[src/dlr_pkg.sv]
// ----------------------------------------------------------------------------
// dlr_pkg - shared definitions for the DDA line rasteriser
// Default widths, item command codes and the controller-to-datapath command.
// ----------------------------------------------------------------------------
package dlr_pkg;

    // default coordinate width and fixed-point fraction width
    localparam int COORD_BITS_DEF = 12;
    localparam int FRAC_BITS_DEF  = 16;

    // item command codes
    localparam logic CMD_LOAD    = 1'b0;
    localparam logic CMD_ADVANCE = 1'b1;

    // per-cycle command from controller to datapath
    typedef struct packed {
        logic load;      // capture endpoints, start division
        logic div_step;  // one restoring-division iteration
        logic finish;    // apply signs, commit increments
        logic advance;   // emit current pixel, step the point
    } t_dp_cmd;

endpackage

[src/dlr_ifs.sv]
// ----------------------------------------------------------------------------
// dlr_ifs - valid/ready channels of the DDA line rasteriser
// Line item channel (commands and endpoints) and pixel result channel.
// ----------------------------------------------------------------------------
interface dlr_line_if #(
    parameter int COORD_BITS = dlr_pkg::COORD_BITS_DEF
);
    logic                         valid;
    logic                         ready;
    logic                         cmd;
    logic signed [COORD_BITS-1:0] start_x;
    logic signed [COORD_BITS-1:0] start_y;
    logic signed [COORD_BITS-1:0] end_x;
    logic signed [COORD_BITS-1:0] end_y;

    modport source (output valid, cmd, start_x, start_y, end_x, end_y, input ready);
    modport sink   (input valid, cmd, start_x, start_y, end_x, end_y, output ready);
endinterface

interface dlr_pixel_if #(
    parameter int COORD_BITS = dlr_pkg::COORD_BITS_DEF
);
    logic                         valid;
    logic                         ready;
    logic signed [COORD_BITS-1:0] pixel_x;
    logic signed [COORD_BITS-1:0] pixel_y;
    logic                         valid_res;
    logic                         last;

    modport source (output valid, pixel_x, pixel_y, valid_res, last, input ready);
    modport sink   (input valid, pixel_x, pixel_y, valid_res, last, output ready);
endinterface

[src/dlr_ctrl.sv]
// ----------------------------------------------------------------------------
// dlr_ctrl - controller of the DDA line rasteriser
// Sequences the increment division after a load and owns the result valid.
// ----------------------------------------------------------------------------
module dlr_ctrl #(
    parameter int FRAC_BITS = dlr_pkg::FRAC_BITS_DEF
) (
    input  logic            i_clk,
    input  logic            i_rst_n,
    input  logic            i_in_valid,
    input  logic            i_in_cmd,
    output logic            o_in_ready,
    input  logic            i_out_ready,
    output logic            o_out_valid,
    output dlr_pkg::t_dp_cmd o_cmd
);
    localparam int CW = $clog2(FRAC_BITS + 1);
    localparam logic [CW-1:0] LAST_CNT = CW'(FRAC_BITS);

    typedef enum logic [1:0] {
        S_IDLE,
        S_DIV,
        S_FIN
    } t_state;

    t_state          r_state, n_state;
    logic [CW-1:0]   r_cnt, n_cnt;
    logic            r_out_valid, n_out_valid;
    logic            w_accept;

    assign o_in_ready  = (r_state == S_IDLE) && (!r_out_valid || i_out_ready);
    assign w_accept    = i_in_valid && o_in_ready;
    assign o_out_valid = r_out_valid;

    always_comb begin
        o_cmd          = '0;
        o_cmd.load     = w_accept && (i_in_cmd == dlr_pkg::CMD_LOAD);
        o_cmd.advance  = w_accept && (i_in_cmd == dlr_pkg::CMD_ADVANCE);
        o_cmd.div_step = (r_state == S_DIV);
        o_cmd.finish   = (r_state == S_FIN);
    end

    always_comb begin
        n_state     = r_state;
        n_cnt       = r_cnt;
        n_out_valid = r_out_valid;
        if (o_cmd.advance) begin
            n_out_valid = 1'b1;
        end else if (i_out_ready) begin
            n_out_valid = 1'b0;
        end
        case (r_state)
            S_IDLE: begin
                if (o_cmd.load) begin
                    n_state = S_DIV;
                    n_cnt   = '0;
                end
            end
            S_DIV: begin
                n_cnt = r_cnt + CW'(1);
                if (r_cnt == LAST_CNT) begin
                    n_state = S_FIN;
                end
            end
            S_FIN: begin
                n_state = S_IDLE;
            end
            default: begin
                n_state = S_IDLE;
            end
        endcase
    end

    always_ff @(posedge i_clk) begin
        if (!i_rst_n) begin
            r_state     <= S_IDLE;
            r_cnt       <= '0;
            r_out_valid <= 1'b0;
        end else begin
            r_state     <= n_state;
            r_cnt       <= n_cnt;
            r_out_valid <= n_out_valid;
        end
    end

endmodule

[src/dlr_dp.sv]
// ----------------------------------------------------------------------------
// dlr_dp - datapath of the DDA line rasteriser
// Endpoint deltas, two restoring dividers, point accumulators, result register.
// ----------------------------------------------------------------------------
module dlr_dp #(
    parameter int COORD_BITS = dlr_pkg::COORD_BITS_DEF,
    parameter int FRAC_BITS  = dlr_pkg::FRAC_BITS_DEF
) (
    input  logic                         i_clk,
    input  logic                         i_rst_n,
    input  dlr_pkg::t_dp_cmd             i_cmd,
    input  logic signed [COORD_BITS-1:0] i_start_x,
    input  logic signed [COORD_BITS-1:0] i_start_y,
    input  logic signed [COORD_BITS-1:0] i_end_x,
    input  logic signed [COORD_BITS-1:0] i_end_y,
    output logic signed [COORD_BITS-1:0] o_pixel_x,
    output logic signed [COORD_BITS-1:0] o_pixel_y,
    output logic                         o_valid_res,
    output logic                         o_last
);
    localparam int C  = COORD_BITS;
    localparam int F  = FRAC_BITS;
    localparam int PW = C + F;   // current point width
    localparam int SW = F + 2;   // signed increment width

    // load-time deltas
    logic signed [C:0]   w_dx, w_dy;
    logic [C-1:0]        w_adx, w_ady, w_steps;

    // division state
    logic [C-1:0]        r_steps;
    logic [C:0]          r_rem_x, r_rem_y;
    logic [F:0]          r_q_x, r_q_y;
    logic                r_neg_x, r_neg_y;
    logic                w_ge_x, w_ge_y;
    logic [C:0]          w_sel_x, w_sel_y;

    // line state
    logic signed [PW-1:0] r_cur_x, r_cur_y;
    logic signed [SW-1:0] r_inc_x, r_inc_y;
    logic [C-1:0]         r_left;

    // pixel extraction, truncation toward zero
    logic signed [C-1:0]  w_pix_x, w_pix_y;

    assign w_dx    = {i_end_x[C-1], i_end_x} - {i_start_x[C-1], i_start_x};
    assign w_dy    = {i_end_y[C-1], i_end_y} - {i_start_y[C-1], i_start_y};
    assign w_adx   = w_dx[C] ? C'(-w_dx) : w_dx[C-1:0];
    assign w_ady   = w_dy[C] ? C'(-w_dy) : w_dy[C-1:0];
    assign w_steps = (w_adx > w_ady) ? w_adx : w_ady;

    // remainder stays below the divisor, so the doubled value fits C+1 bits
    assign w_ge_x  = r_rem_x >= {1'b0, r_steps};
    assign w_ge_y  = r_rem_y >= {1'b0, r_steps};
    assign w_sel_x = w_ge_x ? (r_rem_x - {1'b0, r_steps}) : r_rem_x;
    assign w_sel_y = w_ge_y ? (r_rem_y - {1'b0, r_steps}) : r_rem_y;

    assign w_pix_x = r_cur_x[PW-1:F] + C'(r_cur_x[PW-1] && (|r_cur_x[F-1:0]));
    assign w_pix_y = r_cur_y[PW-1:F] + C'(r_cur_y[PW-1] && (|r_cur_y[F-1:0]));

    always_ff @(posedge i_clk) begin
        if (!i_rst_n) begin
            r_left <= '0;
        end else if (i_cmd.load) begin
            r_left <= w_steps;
        end else if (i_cmd.advance && (r_left != '0)) begin
            r_left <= r_left - C'(1);
        end
    end

    always_ff @(posedge i_clk) begin
        if (i_cmd.load) begin
            r_steps <= w_steps;
            r_rem_x <= {1'b0, w_adx};
            r_rem_y <= {1'b0, w_ady};
            r_q_x   <= '0;
            r_q_y   <= '0;
            r_neg_x <= w_dx[C];
            r_neg_y <= w_dy[C];
            r_cur_x <= {i_start_x, {F{1'b0}}};
            r_cur_y <= {i_start_y, {F{1'b0}}};
        end else if (i_cmd.advance && (r_left != '0)) begin
            r_cur_x <= r_cur_x + {{(PW-SW){r_inc_x[SW-1]}}, r_inc_x};
            r_cur_y <= r_cur_y + {{(PW-SW){r_inc_y[SW-1]}}, r_inc_y};
        end
        if (i_cmd.div_step) begin
            r_q_x   <= {r_q_x[F-1:0], w_ge_x};
            r_q_y   <= {r_q_y[F-1:0], w_ge_y};
            r_rem_x <= {w_sel_x[C-1:0], 1'b0};
            r_rem_y <= {w_sel_y[C-1:0], 1'b0};
        end
        if (i_cmd.finish) begin
            // zero-length line: divider result is meaningless, force zero
            if (r_steps == '0) begin
                r_inc_x <= '0;
                r_inc_y <= '0;
            end else begin
                r_inc_x <= r_neg_x ? -$signed({1'b0, r_q_x}) : $signed({1'b0, r_q_x});
                r_inc_y <= r_neg_y ? -$signed({1'b0, r_q_y}) : $signed({1'b0, r_q_y});
            end
        end
    end

    // result register
    always_ff @(posedge i_clk) begin
        if (i_cmd.advance) begin
            if (r_left != '0) begin
                o_pixel_x   <= w_pix_x;
                o_pixel_y   <= w_pix_y;
                o_valid_res <= 1'b1;
                o_last      <= (r_left == C'(1));
            end else begin
                o_pixel_x   <= '0;
                o_pixel_y   <= '0;
                o_valid_res <= 1'b0;
                o_last      <= 1'b0;
            end
        end
    end

endmodule

[src/dda_line_rasterizer.sv]
// ----------------------------------------------------------------------------
// dda_line_rasterizer - DDA line rasteriser, top level
// Load a line from two endpoints, then request its pixels one at a time.
// ----------------------------------------------------------------------------
// A load item (cmd 0) takes the endpoints and produces no result; the block
// then works out both increments with restoring dividers giving one quotient
// bit per cycle, and takes no new item until the division and its finishing
// step are done. An advance item (cmd 1) yields one result carrying the
// current point, truncated toward zero, and steps the point by one
// fixed-point add per axis. Exactly max(|dx|, |dy|) pixels are given per
// line, the end point being excluded; an advance with nothing pending yields
// a result with valid_res low and all other fields zero. A load during a
// line abandons it. The result sits in an output register, so a new item is
// taken in the same cycle that the waiting result is transferred.
// ----------------------------------------------------------------------------
module dda_line_rasterizer #(
    parameter int COORD_BITS = dlr_pkg::COORD_BITS_DEF,
    parameter int FRAC_BITS  = dlr_pkg::FRAC_BITS_DEF
) (
    input  logic         i_clk,
    input  logic         i_rst_n,
    dlr_line_if.sink     i_line,
    dlr_pixel_if.source  o_pixel
);
    dlr_pkg::t_dp_cmd w_cmd;

    // sequencing: division iterations, input ready, result valid
    dlr_ctrl #(
        .FRAC_BITS (FRAC_BITS)
    ) u_ctrl (
        .i_clk       (i_clk),
        .i_rst_n     (i_rst_n),
        .i_in_valid  (i_line.valid),
        .i_in_cmd    (i_line.cmd),
        .o_in_ready  (i_line.ready),
        .i_out_ready (o_pixel.ready),
        .o_out_valid (o_pixel.valid),
        .o_cmd       (w_cmd)
    );

    // arithmetic and line state
    dlr_dp #(
        .COORD_BITS (COORD_BITS),
        .FRAC_BITS  (FRAC_BITS)
    ) u_dp (
        .i_clk       (i_clk),
        .i_rst_n     (i_rst_n),
        .i_cmd       (w_cmd),
        .i_start_x   (i_line.start_x),
        .i_start_y   (i_line.start_y),
        .i_end_x     (i_line.end_x),
        .i_end_y     (i_line.end_y),
        .o_pixel_x   (o_pixel.pixel_x),
        .o_pixel_y   (o_pixel.pixel_y),
        .o_valid_res (o_pixel.valid_res),
        .o_last      (o_pixel.last)
    );

    // no item taken while the divider runs
    a_busy_no_ready: assert property (@(posedge i_clk) disable iff (!i_rst_n)
        (w_cmd.div_step || w_cmd.finish) |-> !i_line.ready)
        else $error("item accepted during increment division");

    // a load starts the divider on the next cycle
    a_load_divides: assert property (@(posedge i_clk) disable iff (!i_rst_n)
        w_cmd.load |=> w_cmd.div_step)
        else $error("load not followed by division");

    // every advance leaves a result waiting
    a_advance_result: assert property (@(posedge i_clk) disable iff (!i_rst_n)
        w_cmd.advance |=> o_pixel.valid)
        else $error("advance transfer produced no result");

    // at most one datapath command per cycle
    a_cmd_onehot: assert property (@(posedge i_clk) disable iff (!i_rst_n)
        $onehot0({w_cmd.load, w_cmd.div_step, w_cmd.finish, w_cmd.advance}))
        else $error("conflicting datapath commands");

endmodule

[src/flat_wrapper.sv]
// flat-port wrapper written by rule: the top's interface ports become plain ports
module dda_line_rasterizer_flat 
#(
    parameter int COORD_BITS = dlr_pkg::COORD_BITS_DEF,
    parameter int FRAC_BITS  = dlr_pkg::FRAC_BITS_DEF
)
  (i_clk, i_rst_n, i_line_valid, i_line_cmd, i_line_start_x, i_line_start_y, i_line_end_x, i_line_end_y, i_line_ready, o_pixel_valid, o_pixel_pixel_x, o_pixel_pixel_y, o_pixel_valid_res, o_pixel_last, o_pixel_ready);
  dlr_line_if #(.COORD_BITS(COORD_BITS)) i_line_i ();
  dlr_pixel_if #(.COORD_BITS(COORD_BITS)) o_pixel_i ();
  input  logic i_clk;
  input  logic i_rst_n;
  input wire logic [$bits(i_line_i.valid)-1:0] i_line_valid;
  input wire logic [$bits(i_line_i.cmd)-1:0] i_line_cmd;
  input wire logic [$bits(i_line_i.start_x)-1:0] i_line_start_x;
  input wire logic [$bits(i_line_i.start_y)-1:0] i_line_start_y;
  input wire logic [$bits(i_line_i.end_x)-1:0] i_line_end_x;
  input wire logic [$bits(i_line_i.end_y)-1:0] i_line_end_y;
  output wire logic [$bits(i_line_i.ready)-1:0] i_line_ready;
  output wire logic [$bits(o_pixel_i.valid)-1:0] o_pixel_valid;
  output wire logic [$bits(o_pixel_i.pixel_x)-1:0] o_pixel_pixel_x;
  output wire logic [$bits(o_pixel_i.pixel_y)-1:0] o_pixel_pixel_y;
  output wire logic [$bits(o_pixel_i.valid_res)-1:0] o_pixel_valid_res;
  output wire logic [$bits(o_pixel_i.last)-1:0] o_pixel_last;
  input wire logic [$bits(o_pixel_i.ready)-1:0] o_pixel_ready;
  assign i_line_i.valid = i_line_valid;
  assign i_line_i.cmd = i_line_cmd;
  assign i_line_i.start_x = i_line_start_x;
  assign i_line_i.start_y = i_line_start_y;
  assign i_line_i.end_x = i_line_end_x;
  assign i_line_i.end_y = i_line_end_y;
  assign i_line_ready = i_line_i.ready;
  assign o_pixel_valid = o_pixel_i.valid;
  assign o_pixel_pixel_x = o_pixel_i.pixel_x;
  assign o_pixel_pixel_y = o_pixel_i.pixel_y;
  assign o_pixel_valid_res = o_pixel_i.valid_res;
  assign o_pixel_last = o_pixel_i.last;
  assign o_pixel_i.ready = o_pixel_ready;
  dda_line_rasterizer #(.COORD_BITS(COORD_BITS), .FRAC_BITS(FRAC_BITS)) u_core (.i_clk(i_clk), .i_rst_n(i_rst_n), .i_line(i_line_i), .o_pixel(o_pixel_i));
endmodule
[config.mk]
export PLATFORM = sky130hd
export DESIGN_NAME = dda_line_rasterizer_flat
export DESIGN_NICKNAME = d
export VERILOG_FILES = /design/src/dlr_pkg.sv /design/src/dlr_ifs.sv /design/src/dlr_ctrl.sv /design/src/dlr_dp.sv /design/src/dda_line_rasterizer.sv /design/src/flat_wrapper.sv
export SDC_FILE = /design/constraint.sdc
export NUM_CORES = 1
export LEC_CHECK = 0
export BUFFER_PORTS_ARGS = -buffer_cell sky130_fd_sc_hd__buf_4
export CAP_MARGIN = 20
export CELL_PAD_IN_SITES_DETAIL_PLACEMENT = 2
export CELL_PAD_IN_SITES_GLOBAL_PLACEMENT = 2
export CORE_MARGIN = 4
export CORE_UTILIZATION = 40
export DETAILED_ROUTE_END_ITERATION = 16
export PLACE_DENSITY_LB_ADDON = 0.1
export SETUP_SLACK_MARGIN = 0.4
export SYNTH_ARGS = -nofsm -noshare
export SYNTH_HDL_FRONTEND = slang
export SYNTH_SLANG_ARGS = --single-unit
[constraint.sdc]
create_clock -name i_clk -period 6.7 [get_ports i_clk]
set_clock_uncertainty 0.1 [all_clocks]
set_input_delay 0.335 -clock i_clk [delete_from_list [all_inputs] [get_ports i_clk]]
set_output_delay 0.335 -clock i_clk [all_outputs]
set_load 0.02 [all_outputs]
==> impl_metrics.yaml, run 1 <==
run_status:
  status: "finished, final reports clean"
sta:
  holdWs_ns: 0.0256
  timing_hold_violations_final: 0
  max_freq_ghz: 0.187
  fin_crit_ns: 5.34
  tightest_slew_ns: 0.877
  tns_ns: 0
  min_period_over_period_pct: 79.7
  maxSlewViolCount: 0
  relSlewSlack_pct: 40.0
  rsz0062_at_grt: "no"
  worst_slack_ns: 1.36
  setup_viol: 0
global_routing:
  grt_overflow: 0
  grt_usage_pct: 23.5
  antenna_found_initial: 0
  grt_pass1_vias: 13377
  grt_pass1_wl_um: 76900
  grt_max_degree: 57
synthesis:
  synth_area_mm2: 0.0148
  synth_top_area_share_pct: 32.1
  synth-edff-count: 158
  synthCells: 1545
  synth-seq-cells: 212
  syn_area_per_cell_um2: 9.57
  synth_nets: 1730
  synthFlopType: "edfxtp_1"
  yosysUniqueCellTypes: 87
  yosysTopAreaCell: "edfxtp_1"
  seq_area_frac_synth_pct: 39.4
  ys.warnings.count: 0
  async_reset_ff_share_pct: 0
  synth_area_leaders: "edfxtp_1, ha_1, dfxtp_1"
finish:
  syn2layout_area_growth_pct: 14.4
  drive_above_1_share_pct: 10.7
  fillers: 3944
  final_nets: 1806
  final_cell_mix: "edfxtp_1, nor2_1, ha_1"
  final_core_util_pct: 46.3
  final_common_cell: "edfxtp_1"
  stdcell_count: 2111
  multiInputGateArea_mm2: 0.00842
  register_area_mm2: 0.00583
floorplanning:
  die-area_mm2: 0.0401
  rows: 70
  pin_count: 81
  die_h_um: 200
  die_w_um: 200
  start_util_pct: 40.5
  coreArea_mm2: 0.0365
worst_hold_path:
  hp-class: "primary input to register"
clock_network:
  postCtsSetupRepairBufs: 0
  clk_latency_ns: 0.56
  clkSinkCount: 212
  cts_buffers: 27
  path_clk_slew_ns: 0.07
  cts_resized: 0
  root_buffer: "clkbuf_16"
  cts_hold_buf: 0
  tritoncts: "built"
  cts_buffer_depth: 3
  cts.htree.levels: 1
routing:
  ant_nets: 0
  via_count: 12217
  viasPerCell: 5.79
  drt_wl_total_um: 48500
  drcViolationCount: 0
  wl_per_cell_um: 23.0
  drt_iter0_drc: 617
  drt_pass1_iterations: 5
pwr:
  p_per_area_mw_per_mm2: 337
  leakage_nw: 7.17
  irDropWorstVdd_uv: 195
setup_path:
  cp.required_ns: 6.87
  worstSetupPathType: "primary input to register"
  cp-start-kind: "primary input"
  arrival_ns: 5.52
  end_kind: "register"
  worstPathMaxFanout: 14
placed_design:
  dp.cells: 2059
  portBuffers: 80
  place_congestion: 0.846
  pre_cts_slack_ns: 0.873
  hpwl_um: 36700
run:
  drv_cap: 0
==> worst max-delay path, cell delays in order <==
cell	delay, ns
buf_4	0.07
inv_1	0.03
ha_1	0.27
fa_1	0.43
nor2b_1	0.17
o31a_1	0.20
o221a_1	0.23
o211ai_1	0.12
a21oi_1	0.24
a2bb2oi_1	0.75
a31oi_1	0.12
xnor2_1	0.49
ha_1	0.23
nand4_1	0.12
or2_2	0.34
nor2_1	0.13
o22a_2	0.25
clkinv_1	0.53
nor3_1	0.35
a21oi_1	0.10
==> metrics by stage <==
stage | power, W | instance area (um2)
after floorplan | 0.00338 | 14800
final | 0.00569 | 16900
after global routing | 0.00605 | 16900
after global placement | 0.00395 | 15900
after detailed placement | 0.00408 | 15900
after CTS | 0.00573 | 16900
==> where the power goes <==
part | leakage [nW] | internal [W] | switching, W
Clock | 0.475 | 0.000995 | 0.000620
Combinational | 4.74 | 0.000881 | 0.00133
Sequential | 1.95 | 0.00167 | 0.000194
==> path summary, 6_finish.rpt <==
| path | endpoint | from | slack (ns) | cells after the start |
|---|---|---|---|---|
| hold reg to reg | u_core.u_dp.r_rem_y[0] | u_core.u_dp.r_rem_y[0] | 0.39 | 2 |
| setup / recovery | u_core.u_dp.r_steps[11] | i_line_end_y[0] | 1.36 | 20 |
| setup reg to reg | u_core.u_dp.r_cur_y[16] | u_core.u_dp.r_left[3] | 2.34 | 8 |
| hold / removal | u_core.u_ctrl.o_out_valid | o_pixel_ready | 0.03 | 3 |
==> synth_stat cells, drive strengths merged, types with 6 or more instances <==
library cell,instances
dfxtp,54
nand2,90
fa,6
o21ai,80
nor2,127
nand3,57
or2,8
xor2,84
xnor2,55
o31ai,11
inv,101
nor3,26
nor4,21
o41ai,7
nor3b,6
or3,16
a21oi,86
nor2b,20
o31a,6
a31oi,10
buf,8
o211ai,10
a211oi,9
and2,37
a21boi,7
clkbuf,39
o21bai,8
o211a,8
nand4,12
ha,126
edfxtp,158
o22ai,41
o21a,27
or4,7
nand2b,21
mux2i,37
and3,19
a21o,41
==> layer usage <==
metal / global-route usage [%] / up-vias / wire length, um
met5: 0 / - / 0
met4: 4.30 / 0 / 894
met3: 2.61 / 54 / 1330
met2: 41.4 / 166 / 23800
met1: 31.8 / 6172 / 22500
li1: - / 5825 / -
==> sequential cells by signal (all words and copies together) (netlist names), 13 cells and up <==
signal	flops
u_core.u_dp.r_inc_y	18
u_core.u_dp.r_q_y	17
u_core.u_dp.r_rem_y	13
u_core.u_dp.r_q_x	17
u_core.u_dp.r_cur_x	28
u_core.u_dp.r_inc_x	18
u_core.u_dp.r_rem_x	13
u_core.u_dp.r_cur_y	28
==> logic make-up after synthesis <==
logic type	synth area share, %
compound gates	17.9
mux	2.58
fa+ha+maj	11.5
flops	39.4
simple gates	16.4
xor+xnor	8.36
buf+inv	3.90
==> area by class of cell <==
type,instances,area share [%]
diodes,1,0.0148
clock buffers,35,4.48
clock inverters,15,1.29
inverters,103,2.29
multi-input cells,1182,49.7
flip-flops and latches,212,34.4
well taps,468,3.46
repair buffers,95,4.29
Power figures use the tool's default switching activity.
==> run 2, diff against run 1 <==
==> constraint.sdc (replaced) <==
create_clock -name i_clk -period 4.97 [get_ports i_clk]
set_clock_uncertainty 0.1 [all_clocks]
set_input_delay 0.2485 -clock i_clk [delete_from_list [all_inputs] [get_ports i_clk]]
set_output_delay 0.2485 -clock i_clk [all_outputs]
set_load 0.02 [all_outputs]
==> run 2 against run 1 <==
Net effect:
- the run now ends with negative hold slack left
- clock-buffer cell count increased by 1
- critical path depth increased by 3
- non-clock buffer count increased by 47
- total power increased by 36%
- hold slack got worse by 0.035 ns
- die area unchanged
- flip-flop and latch count unchanged
- utilization increased by 1.3 points
- wire length increased by 1.6%
==> impl_metrics.yaml, run 2 (same netlist as run 1, synthesis figures left out) <==
floorplanning:
  rows: 70
  die-area_mm2: 0.0401
  coreArea_mm2: 0.0365
  start_util_pct: 40.5
  die_h_um: 200
  die_w_um: 200
  pin_count: 81
routing:
  dr_wl_met3_um: 1620
  met1_length_um: 22500
  drt_iter0_drc: 564
  viasPerCell: 5.78
  ant_nets: 0
  routed-wl-met2_um: 24000
  drcViolationCount: 0
  drt_wl_total_um: 49300
  wl_per_cell_um: 22.8
  maxUsedRoutingLayer: "met4"
  via_count: 12483
  drt_pass1_iterations: 5
worst_hold_path:
  holdPathStages: 3
  hp-class: "primary input to register"
pwr:
  p_per_area_mw_per_mm2: 445
  leakage_nw: 7.36
  p_sw_w: 0.00296
  irDropWorstVdd_uv: 249
  seq_power_share_pct: 32.4
  p_sw_share_pct: 38.1
  p_int_w: 0.00480
  clkPwrFrac_pct: 25.9
  pwr-share-comb_pct: 41.7
clock_network:
  cts_buffer_depth: 3
  tritoncts: "built"
  cts_buffers: 28
  cts.htree.levels: 1
  root_buffer: "clkbuf_16"
  clk_latency_ns: 0.56
  clkSinkCount: 212
  path_clk_slew_ns: 0.06
run_status:
  status: "finished with violations"
  violations: "negative hold slack"
finish:
  drive_above_1_share_pct: 13.7
  syn2layout_area_growth_pct: 17.7
  final_common_cell: "edfxtp_1"
  reg.largest.list: "u_core.u_dp.r_cur_x (28), u_core.u_dp.r_cur_y (28)"
  stdcell_count: 2160
  fillers: 3841
  final_nets: 1854
  final_core_util_pct: 47.7
  final_cell_mix: "edfxtp_1, buf_4, nor2_1"
global_routing:
  antenna_found_initial: 0
  grt_usage_pct: 23.2
  grt_pass1_vias: 13514
  grt_max_degree: 59
  grt_overflow: 0
  grt_pass1_wl_um: 76000
sta:
  min_period_over_period_pct: 91.7
  tightest_slew_ns: 0.819
  maxSlewViolCount: 0
  max_freq_ghz: 0.220
  holdWs_ns: -0.00890
  rsz0062_at_grt: "no"
  timing_hold_violations_final: 1
  tns_ns: 0
  fin_crit_ns: 4.56
  relSlewSlack_pct: 44.0
  setup_viol: 0
setup_path:
  worst-r2r-setup-slack_ns: 1.05
  worstPathMaxFanout: 7
  ff2ff_path_depth: 12
  worstSetupPathType: "primary input to register"
  critPathCapture: "u_core.u_dp.r_left[6]"
  cp.required_ns: 5.32
  end_kind: "register"
  cp-start-kind: "primary input"
  arrival_ns: 4.90
  crit_path_start: "i_line_start_x[6]"
  rr_startpoint: "u_core.u_dp.r_cur_x[0]"
  regToRegEndpoint: "u_core.u_dp.r_cur_x[20]"
placed_design:
  portBuffers: 80
  hpwl_um: 36100
  dp.cells: 2080
  place_congestion: 0.858
run:
  drv_cap: 0
[run 2: power groups by stage]
stage	sequential [W]	clock, W	combinational (W)
floorplan	0.00247	0	0.00209
global placement	0.00253	0	0.00288
detailed placement	0.00254	0	0.00303
CTS	0.00251	0.00206	0.00307
global route	0.00255	0.00213	0.00356
finish	0.00251	0.00201	0.00323
[run 2: layout make-up]
| cell class | instances | area, um2 | area share [%] |
|---|---|---|---|
| clock buffer | 36 | 762 | 4.38 |
| multi-input combinational | 1182 | 8570 | 49.2 |
| antenna | 1 | 2.50 | 0.0144 |
| clock inverter | 16 | 138 | 0.791 |
| tap | 468 | 586 | 3.36 |
| timing repair buffer | 142 | 1140 | 6.54 |
| sequential | 212 | 5830 | 33.5 |
| inverter | 103 | 390 | 2.24 |
[run 2: worst max-delay path: stages]
cell and delay [ns]:
dlygate4sd3_1 0.53, buf_4 0.10, inv_1 0.05, ha_2 0.18
or3_4 0.41, o211a_4 0.27, o211ai_1 0.15, a21boi_1 0.10
o31a_1 0.35, inv_2 0.15, buf_4 0.13, o21ai_0 0.11
xor2_1 0.25, inv_1 0.14, ha_4 0.30, nand4_1 0.11
or2_4 0.29, nor2_2 0.11, o22a_2 0.17, clkinvlp_4 0.14
buf_12 0.18, mux2i_4 0.19, o211a_1 0.21
[run 2: worst min path at each step]
stage | start | end | slack (ns)
final | i_line_start_y[0] | u_core.u_dp.r_cur_y[16] | -0.009
after CTS | i_line_start_x[3] | u_core.u_dp.r_cur_x[19] | 0.0004
after detailed placement | u_core.u_dp.r_cur_y[15] | u_core.u_dp.r_cur_y[15] | 0.38
after global routing | i_line_start_y[6] | u_core.u_dp.r_cur_y[22] | 0.03
after global placement | u_core.u_dp.r_rem_x[0] | u_core.u_dp.r_rem_x[0] | 0.36
after floorplan | i_rst_n | u_core.u_dp.r_left[11] | 0.33
[run 2: timing repair]
action                     4_1_cts  5_1_grt
setup endpoints to repair        0       24
hold endpoints to repair        22        0
hold buffers                    12        0
gates resized for setup          0       30
setup buffers                    0       13
[run 2: per-layer routing]
layer / track usage [%] / vias to the layer above
met3: 2.93 / 60
met1: 30.7 / 6288
met5: 0 / -
li1: - / 5930
met4: 4.99 / 0
met2: 41.1 / 205
[run 2: stage by stage]
stage	area, um2	power, W	worst slack, ns
detailed placement	16100	0.00557	0.125
CTS	17100	0.00764	0.419
floorplan	14800	0.00456	0.436
global placement	16100	0.00541	0.336
global route	17400	0.00824	0.232
finish	17400	0.00776	0.415
